[config.mk]
export PLATFORM = sky130hd
export DESIGN_NAME = halfstep_stepper_sequencer
export DESIGN_NICKNAME = d
export VERILOG_FILES = /design/src/sv/hss_pkg.sv /design/src/sv/halfstep_stepper_sequencer.sv /design/src/sv/hss_regs.sv /design/src/sv/hss_front.sv /design/src/sv/hss_cmd_queue.sv /design/src/sv/hss_back.sv
export SDC_FILE = /design/constraint.sdc
export NUM_CORES = 2
export LEC_CHECK = 0
export BUFFER_PORTS_ARGS = -buffer_cell sky130_fd_sc_hd__buf_4
export CAP_MARGIN = 20
export CORE_MARGIN = 8
export CORE_UTILIZATION = 55
export CTS_CLUSTER_DIAMETER = 80
export DETAILED_ROUTE_END_ITERATION = 12
export PLACE_DENSITY = 0.72
export SYNTH_ARGS = -nofsm -noshare
export SYNTH_HDL_FRONTEND = slang
export SYNTH_SLANG_ARGS = --single-unit
export TNS_END_PERCENT = 1
[constraint.sdc]
create_clock -name clk_i -period 16.8 [get_ports clk_i]
set_input_delay 0 -clock clk_i [delete_from_list [all_inputs] [get_ports clk_i]]
set_output_delay 0 -clock clk_i [all_outputs]
set_load 0.03 [all_outputs]
[src/sv/hss_pkg.sv]
package hss_pkg;

  localparam int CNT_W  = 16;
  localparam int TIME_W = 40;
  localparam int PER_W  = 20;
  localparam int RUN_W  = 32;
  localparam int EXP_W  = (CNT_W + PER_W > RUN_W) ? CNT_W + PER_W : RUN_W;
  localparam int SUM_W  = ((TIME_W > EXP_W) ? TIME_W : EXP_W) + 1;

  localparam int APB_AW = 4;
  localparam int APB_DW = 32;

  localparam logic [PER_W-1:0] STEP_PERIOD_RST   = 20'd1250;
  localparam logic [RUN_W-1:0] MAX_RUN_TICKS_RST = 32'd30000000;
  localparam logic [RUN_W-1:0] DUTY_WINDOW_RST   = 32'd300000000;
  localparam logic [RUN_W-1:0] DUTY_BUDGET_RST   = 32'd60000000;

  typedef enum logic [1:0] {
    OP_TICK    = 2'd0,
    OP_COUNTED = 2'd1,
    OP_CONT    = 2'd2,
    OP_STOP    = 2'd3
  } op_e;

  typedef enum logic [1:0] {
    ST_OK   = 2'd0,
    ST_BUSY = 2'd1,
    ST_DUTY = 2'd2
  } status_e;

  typedef enum logic [1:0] {
    REG_STEP_PERIOD   = 2'd0,
    REG_MAX_RUN_TICKS = 2'd1,
    REG_DUTY_WINDOW   = 2'd2,
    REG_DUTY_BUDGET   = 2'd3
  } reg_idx_e;

  typedef struct packed {
    logic [PER_W-1:0] step_period;
    logic [RUN_W-1:0] max_run_ticks;
    logic [RUN_W-1:0] duty_window;
    logic [RUN_W-1:0] duty_budget;
  } cfg_t;

  // classified command handed from front to back
  typedef struct packed {
    op_e              op;
    logic             rev;
    logic [CNT_W-1:0] mag;
    logic [EXP_W-1:0] expected;
  } cmd_t;

  typedef struct packed {
    logic [3:0] coils;
    logic       running;
    status_e    status;
  } res_t;

  function automatic logic [3:0] phase_coils(input logic [2:0] idx);
    logic [3:0] c;
    unique case (idx)
      3'd0: c = 4'h1;
      3'd1: c = 4'h3;
      3'd2: c = 4'h2;
      3'd3: c = 4'h6;
      3'd4: c = 4'h4;
      3'd5: c = 4'hC;
      3'd6: c = 4'h8;
      3'd7: c = 4'h9;
    endcase
    return c;
  endfunction

endpackage

[src/sv/halfstep_stepper_sequencer.sv]
// results pass the front stage, the command queue and the result queue
// throughput: one item per cycle while full is low; the back end updates the run
//   and duty state per command, the reservation product is formed a stage ahead
// full rises only when the front stage is held and the command queue is full
// reset: asynchronous, coils off, no run, no duty window, registers at defaults
module halfstep_stepper_sequencer (
  input  logic                              clk_i,
  input  logic                              rst_ni,
  input  logic                              push,
  output logic                              full,
  input  logic [1:0]                        op_i,
  input  logic signed [hss_pkg::CNT_W-1:0]  step_count_i,
  input  logic                              direction_i,
  output logic                              empty,
  input  logic                              pop,
  output logic [3:0]                        coil_mask_o,
  output logic                              moving_o,
  output logic [1:0]                        start_status_o,
  input  logic                              psel,
  input  logic                              penable,
  input  logic                              pwrite,
  input  logic [hss_pkg::APB_AW-1:0]        paddr,
  input  logic [hss_pkg::APB_DW-1:0]        pwdata,
  output logic [hss_pkg::APB_DW-1:0]        prdata,
  output logic                              pready
);
  import hss_pkg::*;

  cfg_t cfg;
  cmd_t fe_cmd, cq_head;
  logic cq_push, cq_full, cq_pop, cq_empty;

  hss_regs u_regs (
    .clk_i   (clk_i),
    .rst_ni  (rst_ni),
    .psel    (psel),
    .penable (penable),
    .pwrite  (pwrite),
    .paddr   (paddr),
    .pwdata  (pwdata),
    .prdata  (prdata),
    .pready  (pready),
    .cfg_o   (cfg)
  );

  hss_front u_front (
    .clk_i        (clk_i),
    .rst_ni       (rst_ni),
    .push         (push),
    .full         (full),
    .op_i         (op_i),
    .step_count_i (step_count_i),
    .direction_i  (direction_i),
    .cfg_i        (cfg),
    .cq_full_i    (cq_full),
    .cq_push_o    (cq_push),
    .cq_cmd_o     (fe_cmd)
  );

  hss_cmd_queue u_cq (
    .clk_i   (clk_i),
    .rst_ni  (rst_ni),
    .push_i  (cq_push),
    .cmd_i   (fe_cmd),
    .full_o  (cq_full),
    .pop_i   (cq_pop),
    .head_o  (cq_head),
    .empty_o (cq_empty)
  );

  hss_back u_back (
    .clk_i          (clk_i),
    .rst_ni         (rst_ni),
    .cfg_i          (cfg),
    .cmd_i          (cq_head),
    .cq_empty_i     (cq_empty),
    .cq_pop_o       (cq_pop),
    .empty          (empty),
    .pop            (pop),
    .coil_mask_o    (coil_mask_o),
    .moving_o       (moving_o),
    .start_status_o (start_status_o)
  );

endmodule

[src/sv/hss_regs.sv]
module hss_regs (
  input  logic                        clk_i,
  input  logic                        rst_ni,
  input  logic                        psel,
  input  logic                        penable,
  input  logic                        pwrite,
  input  logic [hss_pkg::APB_AW-1:0]  paddr,
  input  logic [hss_pkg::APB_DW-1:0]  pwdata,
  output logic [hss_pkg::APB_DW-1:0]  prdata,
  output logic                        pready,
  output hss_pkg::cfg_t               cfg_o
);
  import hss_pkg::*;

  cfg_t     cfg_q, cfg_d;
  reg_idx_e idx;
  logic     wr_en;

  assign idx    = reg_idx_e'(paddr[APB_AW-1:2]);
  assign pready = 1'b1;
  assign wr_en  = psel && penable && pwrite && pready;
  assign cfg_o  = cfg_q;

  always_comb begin
    cfg_d = cfg_q;
    if (wr_en) begin
      unique case (idx)
        REG_STEP_PERIOD:   cfg_d.step_period   = pwdata[PER_W-1:0];
        REG_MAX_RUN_TICKS: cfg_d.max_run_ticks = pwdata[RUN_W-1:0];
        REG_DUTY_WINDOW:   cfg_d.duty_window   = pwdata[RUN_W-1:0];
        REG_DUTY_BUDGET:   cfg_d.duty_budget   = pwdata[RUN_W-1:0];
      endcase
    end
  end

  always_comb begin
    unique case (idx)
      REG_STEP_PERIOD:   prdata = APB_DW'(cfg_q.step_period);
      REG_MAX_RUN_TICKS: prdata = APB_DW'(cfg_q.max_run_ticks);
      REG_DUTY_WINDOW:   prdata = APB_DW'(cfg_q.duty_window);
      REG_DUTY_BUDGET:   prdata = APB_DW'(cfg_q.duty_budget);
    endcase
  end

  always_ff @(posedge clk_i or negedge rst_ni) begin
    if (!rst_ni) begin
      cfg_q.step_period   <= STEP_PERIOD_RST;
      cfg_q.max_run_ticks <= MAX_RUN_TICKS_RST;
      cfg_q.duty_window   <= DUTY_WINDOW_RST;
      cfg_q.duty_budget   <= DUTY_BUDGET_RST;
    end else begin
      cfg_q <= cfg_d;
    end
  end

endmodule

[src/sv/hss_front.sv]
module hss_front (
  input  logic                              clk_i,
  input  logic                              rst_ni,
  input  logic                              push,
  output logic                              full,
  input  logic [1:0]                        op_i,
  input  logic signed [hss_pkg::CNT_W-1:0]  step_count_i,
  input  logic                              direction_i,
  input  hss_pkg::cfg_t                     cfg_i,
  input  logic                              cq_full_i,
  output logic                              cq_push_o,
  output hss_pkg::cmd_t                     cq_cmd_o
);
  import hss_pkg::*;

  logic             s_valid_q, s_valid_d;
  cmd_t             s_q, s_d;
  logic             take;
  op_e              op;
  logic             neg;
  logic [CNT_W-1:0] cnt_u, mag;
  logic [PER_W-1:0] eff_period;
  logic [EXP_W-1:0] product;

  assign full      = s_valid_q && cq_full_i;
  assign take      = push && !full;
  assign cq_push_o = s_valid_q && !cq_full_i;
  assign cq_cmd_o  = s_q;
  assign s_valid_d = full ? s_valid_q : push;

  assign op         = op_e'(op_i);
  assign cnt_u      = $unsigned(step_count_i);
  assign neg        = cnt_u[CNT_W-1];
  // most negative count wraps onto itself, which is the magnitude wanted
  assign mag        = neg ? (~cnt_u + CNT_W'(1)) : cnt_u;
  assign eff_period = (cfg_i.step_period == '0) ? PER_W'(1) : cfg_i.step_period;
  assign product    = EXP_W'(mag) * EXP_W'(eff_period);

  always_comb begin
    s_d.op = op;
    unique case (op)
      OP_COUNTED: begin
        s_d.rev      = neg;
        s_d.mag      = mag;
        s_d.expected = product;
      end
      OP_CONT: begin
        s_d.rev      = direction_i;
        s_d.mag      = '0;
        s_d.expected = EXP_W'(cfg_i.max_run_ticks);
      end
      OP_TICK, OP_STOP: begin
        s_d.rev      = 1'b0;
        s_d.mag      = '0;
        s_d.expected = '0;
      end
    endcase
  end

  always_ff @(posedge clk_i) begin
    if (take) begin
      s_q <= s_d;
    end
  end

  always_ff @(posedge clk_i or negedge rst_ni) begin
    if (!rst_ni) begin
      s_valid_q <= 1'b0;
    end else begin
      s_valid_q <= s_valid_d;
    end
  end

endmodule

[src/sv/hss_cmd_queue.sv]
module hss_cmd_queue (
  input  logic          clk_i,
  input  logic          rst_ni,
  input  logic          push_i,
  input  hss_pkg::cmd_t cmd_i,
  output logic          full_o,
  input  logic          pop_i,
  output hss_pkg::cmd_t head_o,
  output logic          empty_o
);
  import hss_pkg::*;

  cmd_t       mem_q [2];
  logic       wr_ptr_q, rd_ptr_q;
  logic [1:0] cnt_q, cnt_d;
  logic       do_push, do_pop;

  assign full_o  = (cnt_q == 2'd2);
  assign empty_o = (cnt_q == 2'd0);
  assign head_o  = mem_q[rd_ptr_q];
  assign do_push = push_i && !full_o;
  assign do_pop  = pop_i && !empty_o;

  always_comb begin
    unique case ({do_push, do_pop})
      2'b10:   cnt_d = cnt_q + 2'd1;
      2'b01:   cnt_d = cnt_q - 2'd1;
      default: cnt_d = cnt_q;
    endcase
  end

  always_ff @(posedge clk_i) begin
    if (do_push) begin
      mem_q[wr_ptr_q] <= cmd_i;
    end
  end

  always_ff @(posedge clk_i or negedge rst_ni) begin
    if (!rst_ni) begin
      wr_ptr_q <= 1'b0;
      rd_ptr_q <= 1'b0;
      cnt_q    <= 2'd0;
    end else begin
      cnt_q <= cnt_d;
      if (do_push) wr_ptr_q <= !wr_ptr_q;
      if (do_pop)  rd_ptr_q <= !rd_ptr_q;
    end
  end

endmodule

[src/sv/hss_back.sv]
module hss_back (
  input  logic          clk_i,
  input  logic          rst_ni,
  input  hss_pkg::cfg_t cfg_i,
  input  hss_pkg::cmd_t cmd_i,
  input  logic          cq_empty_i,
  output logic          cq_pop_o,
  output logic          empty,
  input  logic          pop,
  output logic [3:0]    coil_mask_o,
  output logic          moving_o,
  output logic [1:0]    start_status_o
);
  import hss_pkg::*;

  // run and duty state
  logic [2:0]        phase_q, phase_d;
  logic [3:0]        coils_q, coils_d;
  logic              run_q, run_d;
  logic              cont_q, cont_d;
  logic              rev_q, rev_d;
  logic [CNT_W-1:0]  steps_q, steps_d;
  logic [PER_W-1:0]  pt_q, pt_d;
  logic [RUN_W-1:0]  re_q, re_d;
  logic [TIME_W-1:0] time_q, time_d;
  logic [TIME_W-1:0] ws_q, ws_d;
  logic              wv_q, wv_d;
  logic [TIME_W-1:0] rsv_q, rsv_d;

  // result queue
  res_t       rq_mem_q [2];
  logic       rq_wr_q, rq_rd_q;
  logic [1:0] rq_cnt_q, rq_cnt_d;
  logic       rq_full, rq_pop;
  res_t       res;
  res_t       rq_head;

  logic              exec;
  status_e           status;
  logic [PER_W-1:0]  eff_period;
  logic [PER_W-1:0]  pt_inc;
  logic [RUN_W-1:0]  re_inc;
  logic [2:0]        tick_phase, start_phase;
  logic [TIME_W-1:0] win_diff;
  logic              expired;
  logic [SUM_W-1:0]  sum_keep, sum_sel;
  logic              over_keep, over_fresh, over;

  assign rq_full  = (rq_cnt_q == 2'd2);
  assign empty    = (rq_cnt_q == 2'd0);
  assign rq_pop   = pop && !empty;
  assign exec     = !cq_empty_i && !rq_full;
  assign cq_pop_o = exec;

  assign rq_head        = rq_mem_q[rq_rd_q];
  assign coil_mask_o    = rq_head.coils;
  assign moving_o       = rq_head.running;
  assign start_status_o = rq_head.status;

  assign eff_period  = (cfg_i.step_period == '0) ? PER_W'(1) : cfg_i.step_period;
  assign pt_inc      = (pt_q != '1) ? pt_q + PER_W'(1) : pt_q;
  assign re_inc      = (re_q != '1) ? re_q + RUN_W'(1) : re_q;
  assign tick_phase  = phase_q + (rev_q ? 3'd7 : 3'd1);
  assign start_phase = cmd_i.rev ? 3'd7 : 3'd1;

  // window age and both budget checks side by side, then a select
  assign win_diff   = time_q - ws_q;
  assign expired    = !wv_q || (win_diff > TIME_W'(cfg_i.duty_window));
  assign sum_keep   = SUM_W'(rsv_q) + SUM_W'(cmd_i.expected);
  assign over_keep  = sum_keep > SUM_W'(cfg_i.duty_budget);
  assign over_fresh = cmd_i.expected > EXP_W'(cfg_i.duty_budget);
  assign over       = expired ? over_fresh : over_keep;
  assign sum_sel    = expired ? SUM_W'(cmd_i.expected) : sum_keep;

  always_comb begin
    phase_d = phase_q;
    coils_d = coils_q;
    run_d   = run_q;
    cont_d  = cont_q;
    rev_d   = rev_q;
    steps_d = steps_q;
    pt_d    = pt_q;
    re_d    = re_q;
    time_d  = time_q;
    ws_d    = ws_q;
    wv_d    = wv_q;
    rsv_d   = rsv_q;
    status  = ST_OK;
    if (exec) begin
      unique case (cmd_i.op)
        OP_TICK: begin
          time_d = time_q + TIME_W'(1);
          if (run_q) begin
            pt_d = pt_inc;
            re_d = re_inc;
            if (cont_q) begin
              if (re_inc >= cfg_i.max_run_ticks) begin
                coils_d = 4'h0;
                run_d   = 1'b0;
                pt_d    = '0;
              end else if (pt_inc >= eff_period) begin
                pt_d    = '0;
                phase_d = tick_phase;
                coils_d = phase_coils(tick_phase);
              end
            end else if (pt_inc >= eff_period) begin
              pt_d = '0;
              if (steps_q != '0) begin
                phase_d = tick_phase;
                coils_d = phase_coils(tick_phase);
                steps_d = steps_q - CNT_W'(1);
              end else begin
                coils_d = 4'h0;
                run_d   = 1'b0;
              end
            end
          end
        end
        OP_STOP: begin
          coils_d = 4'h0;
          run_d   = 1'b0;
          pt_d    = '0;
        end
        OP_COUNTED, OP_CONT: begin
          if (run_q) begin
            status = ST_BUSY;
          end else if (over) begin
            status = ST_DUTY;
          end else begin
            ws_d    = expired ? time_q : ws_q;
            rsv_d   = sum_sel[TIME_W-1:0];
            wv_d    = 1'b1;
            cont_d  = (cmd_i.op == OP_CONT);
            rev_d   = cmd_i.rev;
            pt_d    = '0;
            re_d    = '0;
            steps_d = '0;
            phase_d = 3'd0;
            coils_d = 4'h0;
            run_d   = 1'b1;
            if (cmd_i.op == OP_CONT) begin
              if (cfg_i.max_run_ticks == '0) begin
                run_d = 1'b0;
              end else begin
                phase_d = start_phase;
                coils_d = phase_coils(start_phase);
              end
            end else if (cmd_i.mag == '0) begin
              run_d = 1'b0;
            end else begin
              phase_d = start_phase;
              coils_d = phase_coils(start_phase);
              steps_d = cmd_i.mag - CNT_W'(1);
            end
          end
        end
      endcase
    end
  end

  assign res = '{coils: coils_d, running: run_d, status: status};

  always_comb begin
    unique case ({exec, rq_pop})
      2'b10:   rq_cnt_d = rq_cnt_q + 2'd1;
      2'b01:   rq_cnt_d = rq_cnt_q - 2'd1;
      default: rq_cnt_d = rq_cnt_q;
    endcase
  end

  always_ff @(posedge clk_i) begin
    if (exec) begin
      rq_mem_q[rq_wr_q] <= res;
    end
  end

  always_ff @(posedge clk_i or negedge rst_ni) begin
    if (!rst_ni) begin
      phase_q  <= 3'd0;
      coils_q  <= 4'h0;
      run_q    <= 1'b0;
      cont_q   <= 1'b0;
      rev_q    <= 1'b0;
      steps_q  <= '0;
      pt_q     <= '0;
      re_q     <= '0;
      time_q   <= '0;
      ws_q     <= '0;
      wv_q     <= 1'b0;
      rsv_q    <= '0;
      rq_wr_q  <= 1'b0;
      rq_rd_q  <= 1'b0;
      rq_cnt_q <= 2'd0;
    end else begin
      phase_q  <= phase_d;
      coils_q  <= coils_d;
      run_q    <= run_d;
      cont_q   <= cont_d;
      rev_q    <= rev_d;
      steps_q  <= steps_d;
      pt_q     <= pt_d;
      re_q     <= re_d;
      time_q   <= time_d;
      ws_q     <= ws_d;
      wv_q     <= wv_d;
      rsv_q    <= rsv_d;
      rq_cnt_q <= rq_cnt_d;
      if (exec)   rq_wr_q <= !rq_wr_q;
      if (rq_pop) rq_rd_q <= !rq_rd_q;
    end
  end

endmodule

==> Word level (Yosys, flattened, before mapping) <==
Memories as Yosys holds them, arrays and structs flattened.
Cells that the tools add are included.
{ "totals": {"regBits": 379, "mem_bits_rw": 124, "romBits": 128, "input_bits": 62, "output_inout_bits": 42, "wordCells": 204, "mem_count": 6} }
{ "classes": {"addsub": 13, "n_mul": 1, "order_cmp": 5, "eq_ne": 27, "n_mux": 77, "n_bitwise": 3, "reduce_logical": 45} }
{ "mem_list": {"columns": ["name", "depth", "width", "read_ports", "rd_clocked_by_memory_dff", "write_ports", "line_no", "rtl"], "rows": [
  ["u_cq.mem_q", 2, 55, 1, 0, 1, "hss_cmd_queue.sv:13", "cmd_t mem_q [2];"],
  ["(no name shown)", 8, 4, 1, 0, 0, "hss_pkg.sv:61", "unique case (idx)"],
  ["(no name shown)", 8, 4, 1, 0, 0, "hss_pkg.sv:61", null],
  ["(no name shown)", 8, 4, 1, 0, 0, "hss_pkg.sv:61", null],
  ["(no name shown)", 8, 4, 1, 0, 0, "hss_pkg.sv:61", null],
  ["u_back.rq_mem_q", 2, 7, 1, 0, 1, "hss_back.sv:31", "res_t rq_mem_q [2];"]
]} }
{ "ops": {"columns": ["cell", "n"], "rows": [
  ["20-bit two-way mux", 8],
  ["53-bit one-hot mux with 3 select lines", 1],
  ["16-bit two-way mux", 9],
  ["32-bit two-way mux", 4],
  ["32-bit one-hot mux with 4 select lines", 1],
  ["32-bit one-hot mux with 2 select lines", 1],
  ["20-bit one-hot mux with 3 select lines", 1],
  ["4-bit two-way mux", 12],
  ["40-bit by 36-bit adder with 41-bit output", 1],
  ["41-bit by 32-bit greater-than comparator with 1-bit output", 1],
  ["40-bit by 1-bit adder with 40-bit output, second input constant", 1],
  ["40-bit by 32-bit greater-than comparator with 1-bit output", 1],
  ["40-bit two-way mux", 1],
  ["40-bit subtractor", 1],
  ["3-bit two-way mux", 13],
  ["36-bit by 32-bit greater-than comparator with 1-bit output", 1],
  ["16-bit by 20-bit multiplier with 36-bit output", 1],
  ["32-bit by 1-bit adder with 32-bit output, second input constant", 1],
  ["32-bit greater-or-equal comparator", 1],
  ["32-bit zero test", 1],
  ["32-bit inequality test, second input constant", 1],
  ["16-bit one-hot mux with 2 select lines", 1],
  ["16-bit by 1-bit subtractor with 16-bit output, second input constant", 2],
  ["20-bit by 1-bit adder with 20-bit output, second input constant", 1],
  ["34 further kinds", 105]
]} }

==> Longest topological paths before layout <==
{ "logic_depth": {"ltp_word": 9, "ltp_mapped": 33, "mapped_depth_nobuf": 31} }

==> Hierarchy <==
From an unflattened synthesis, not the netlist that was laid out.
{ "hier_totals": {"hier_cells": 4330, "area_unflattened_um2": 42538.3} }
{ "by_module_without_submodules": {"columns": ["module", "instances", "cells_each", "area_each_um2"], "rows": [
  ["hss_back", 1, 2376, 19804.0],
  ["hss_front", 1, 1457, 13162.6],
  ["hss_regs", 1, 308, 5241.3],
  ["hss_cmd_queue", 1, 189, 4330.4]
]} }

==> Least setup slack after synthesis <==
Ideal clock, no wire load.
{ "synth_path": {"kind": "reg-to-reg", "from": "register u_cq.rd_ptr_q", "to": "register u_back.rsv_q[10]", "setup_ns": 0.125, "arrival_time_ns": 7.527, "required_time_ns": 16.675, "path_slack_ns": 9.148, "stages_incl_launch_ff": 30, "path_buffers": 6, "period_less_slack_ns": 7.652, "cell_sequence": "dfrtp_1 > buf_1 > clkbuf_1 > clkbuf_1 > buf_1 > buf_1 > mux2i_1 > inv_1 > ha_1 > fa_1 > a21oi_1 > o21ai_1 > nand3_1 > a31oi_1 > a211oi_2 > o21bai_1 > a21o_1 > xor2_1 > ha_1 > nand4_1 > or2_2 > nor4_1 > a22oi_1 > a21oi_1 > nand4_1 > a211o_1 > or4_4 > a211oi_4 > buf_2 > mux2_2"} }
{ "synth_between": {"elab_chain_cells": 6, "word_cells_on_any_way": 11} }
{ "synth_lines": {"columns": ["item", "line_no", "rtl"], "rows": [
  ["start: declaration", "hss_cmd_queue.sv:14", "logic wr_ptr_q, rd_ptr_q;"],
  ["start signal: assignment", "hss_cmd_queue.sv:46", "if (do_pop) rd_ptr_q <= !rd_ptr_q;"],
  ["memory 2 x 55 bit (*)", null, null],
  ["40-bit by 36-bit adder with 41-bit output", "hss_back.sv:69", "assign sum_keep = SUM_W'(rsv_q) + SUM_W'(cmd_i.expected);"],
  ["41-bit by 32-bit greater-than comparator with 1-bit output", "hss_back.sv:70", "assign over_keep = sum_keep > SUM_W'(cfg_i.duty_budget);"],
  ["1-bit two-way mux", "hss_back.sv:72", "assign over = expired ? over_fresh : over_keep;"],
  ["1-bit NOT (no source line)", null, null],
  ["4-bit AND reduction (no source line)", null, null],
  ["end signal: assignment", "hss_back.sv:206", "rsv_q <= rsv_d;"],
  ["end: declaration", "hss_back.sv:28", "logic [TIME_W-1:0] rsv_q, rsv_d;"]
]} }
Every way passes the cells marked *; elsewhere a longest branch is shown, timed or not.
A chain may end at the register's enable or synchronous reset.

==> results summary <==
The run finished, with violations left. The final reports fail on hold timing. In this run the post-CTS setup repair buffer count came out at 0. The share of synthesized registers carrying an async set or reset is 0.644. The half-perimeter wire length after placement came out at 88700 microns.

The total number of clock tree sinks is 503. The number of warning messages in the yosys log came out at 0. Counting flops and latches in the post-synthesis netlist gives between 500 and 600. The DRC violation total after the first TritonRoute iteration came out at ~2800. The number of non-filler instances in the completed layout is about 5400.

Among the stages of the critical path, the cell type that occurs most often is fa_1. The first-pass GRT wire length came out at roughly 180000 microns. The number of nets in the finished design is between 5000 and 6000. The most common cell after layout, fill and taps aside is nand2_1. In the synthesized netlist, the number of instances is 4267.

Dividing the detail-routed via count by the number of cells gives between 6 and 7. The nature of the critical path endpoint is a register. The number of nets in the synthesized netlist is just under 5000. The worst-case setup margin in the final layout is around 7.7 ns. Once the clock tree was built, the resizer swapped 0 gates to a different size. The length of routed wiring on met1 came out at 48500 microns. During placement, the flow inserted port buffers numbering 100.

The detailed-routing iteration count for the pre-antenna-repair pass is 6. The max-cap violation count came out at 0. The number of flops mapped to enable cells by yosys is 179. The die boundary height is between 200 and 300 microns. The deepest level of the CTS H-tree came out at 2. The peak per-stage delay on the critical path came out at between 0.8 and 0.9 ns.

Dividing the detail-routed wire length by the instance count gives about 22 microns. The sequential share of the synthesized area came out at 0.330. The type of the worst setup path is reg -> reg. The clock tree skew after final layout came out at roughly 0.036 ns. The synthesized area per cell is ~9.6 sq um.

The number of hold-slack violations in the final timing report came out at 6. Summed over all instances, the cell type with the most area after synthesis is dfrtp_1. For the pin with the worst max-slew slack, the measured transition is around 1.3 ns.

The final critical-path required period came out at between 9 and 10 ns. The top flip-flop cell by instance count after synthesis is dfrtp_1. Yosys mapped the design onto roughly 90 distinct sky130hd cell types. The count of fill cells added during filler insertion is 6217. The die area came out at about 83000 sq um. The post-synth design cell area is slightly above 40000 sq um. The initial antenna violation count was 3. The worst setup path is launched from a register. The width of the chip is ~290 microns.

The slowest library cell on the worst path is dfrtp_1. The post-route clock period utilization came out at 0.543. Of the post-synthesis cell area, the dominant cell type holds 0.177. The length of routed met2 wiring came out at around 54000 microns. At the end of routability-driven placement, the weighted congestion stood at ~0.94.

The longest clock path from root to sink contains 3 buffers. The final number of setup-violating endpoints came out at 0. The worst hold path class is in -> async.

The latest clock arrival within the worst-skew pair came out at about 0.62 ns. The cell total after placement is ~5200. Yosys attributes the largest share of cell area to dfrtp_1, edfxtp_1, fa_1. Setup repair after global routing left no endpoint under its margin.

The routed via count came out at 32289. The met3 layer wire length in the routed design came out at 9210 microns. For this run, the total global-route usage over all layers was measured as 0.284. The required time of the critical path came out at approximately 17 ns. Routed signal wires occupy layers up through met5. The number of nets with antenna violations after routing came out at 0. Of all nets on the critical path, the largest fanout is 13.

The tree is rooted in a clkbuf_16. The clock transition at the register clock pins on the worst setup and hold paths after CTS came out at about 0.060 ns. The overall routed net length came out at 117000 microns. The I/O pin count came out at 104. The relative slew slack is 0.152. The pin count of the biggest net entering global routing is 96.

The pre-CTS setup slack came out at around 8 ns. The highest clock rate came out at 110 MHz. Summed over all failing endpoints, the final setup total negative slack is 0 ns.

The number of placement rows came out at 100. After detailed routing, the number of remaining DRC violations is 0. Across all hold checks on the routed design, the worst slack comes to -0.00709 ns. The register area came out at between 10000 and 15000 sq um.

The ratio of cells with drive above 1 in the final layout is 0.106. TritonCTS built the clock tree. The number of clock buffers inserted by TritonCTS came out at between 50 and 60. In the final layout, the multi-input gates occupy 25000 sq um. In this run, post-CTS hold repair placed 38 buffers. The library cells used most frequently in the layout, excluding fill and tap cells, are nand2_1, inv_1, ha_1. Data on the critical path arrives at its endpoint at roughly 9.5 ns. The initial utilization of the core area, before any placement, comes to 0.553. The via count of the first global-routing pass is roughly 33000.

The global route total overflow is 0. The number of slew-limit violations in the final report was 0. The area added between synthesis and finish came out at 10.0%.

The final core utilization is 0.608. The core region is between 70000 and 80000 sq um.
## synth_stat cells, drive strengths merged, types with 62 or more instances
cell	count
nand4	62
mux2	151
ha	346
xor2	80
fa	253
xnor2	146
inv	488
nand3	87
a21oi	190
a21o	86
and2	73
dfrtp	289
nand2	499
o21ai	240
nor2	276
edfxtp	179
clkbuf	148
## layout make-up
cell class | instances | share of cell area
Antenna cell | 2 | 0.000111
Clock buffer | 80 | 0.0355
Clock inverter | 22 | 0.00572
Inverter | 500 | 0.0416
Multi-Input combinational cell | 3090 | 0.555
Sequential cell | 503 | 0.300
Tap cell | 969 | 0.0269
Timing Repair Buffer | 192 | 0.0351
## critical path: cells and delay by family (launching register included)
kind,cells,cell delay [ns]
DFF,1,0.85
buffers and inverters,6,1.33
and+or+nand+nor,6,1.14
adders and majority gates,7,3.43
xor gates and xnor gates,1,0.17
AOI/OAI and AO/OA,9,1.93
## logic make-up after synthesis
group	share of synthesized area
AO/OA/AOI/OAI	0.122
XOR/XNOR	0.0483
adder cells (fa/ha/maj)	0.229
buffers and inverters	0.0622
flip-flops	0.330
multiplexers	0.0647
other	0.0000915
AND/OR/NAND/NOR	0.143
## sequential cells by signal, summed over array words and instances (netlist names), 2 cells and up
register	cells
u_back.coils_q	4
u_back.phase_q	3
u_back.pt_q	20
u_back.re_q	32
u_back.rq_cnt_q	2
u_back.rq_mem_q	14
u_back.rsv_q	40
u_back.steps_q	16
u_back.time_q	40
u_back.ws_q	40
u_cq.cnt_q	2
u_cq.mem_q	110
u_front.cq_cmd_o	55
u_regs.cfg_o	116
## final timing paths
check	startpoint	endpoint	slack (ns)	cells after the start
max	u_regs.cfg_o[110]$_DFFE_PN0P_	u_front.cq_cmd_o[34]$_DFFE_PP_	7.67	29
min	rst_ni	u_back.pt_q[1]$_DFFE_PN0P_	-0.007	2
max reg2reg	u_regs.cfg_o[110]$_DFFE_PN0P_	u_front.cq_cmd_o[34]$_DFFE_PP_	7.67	29
min reg2reg	u_front.cq_cmd_o[17]$_DFFE_PP_	u_cq.mem_q[0][17]$_DFFE_PP_	0.44	0
max in group asynchronous	rst_ni	u_back.ws_q[31]$_DFFE_PN0P_	14.67	4
min in group clk_i	step_count_i[15]	u_front.cq_cmd_o[52]$_DFFE_PP_	0.02	2
## through the flow
step                      hold slack [ns]  instance area [sq um]
final                            -0.00709                  45100
after global routing               0.0203                  45100
after CTS                          0.0162                  45000
after detailed placement           0.0755                  42800
after global placement             0.0811                  42800
after floorplan                    -0.296                  41000
## routing by layer
layer | vias up | track usage
li1 | 14755 | -
met1 | 16030 | 0.377
met2 | 1255 | 0.457
met3 | 247 | 0.0510
met4 | 2 | 0.123
met5 | - | 0
Power is not shown: default switching activity piles up to over one toggle a cycle in this logic, so the estimate is an artifact.
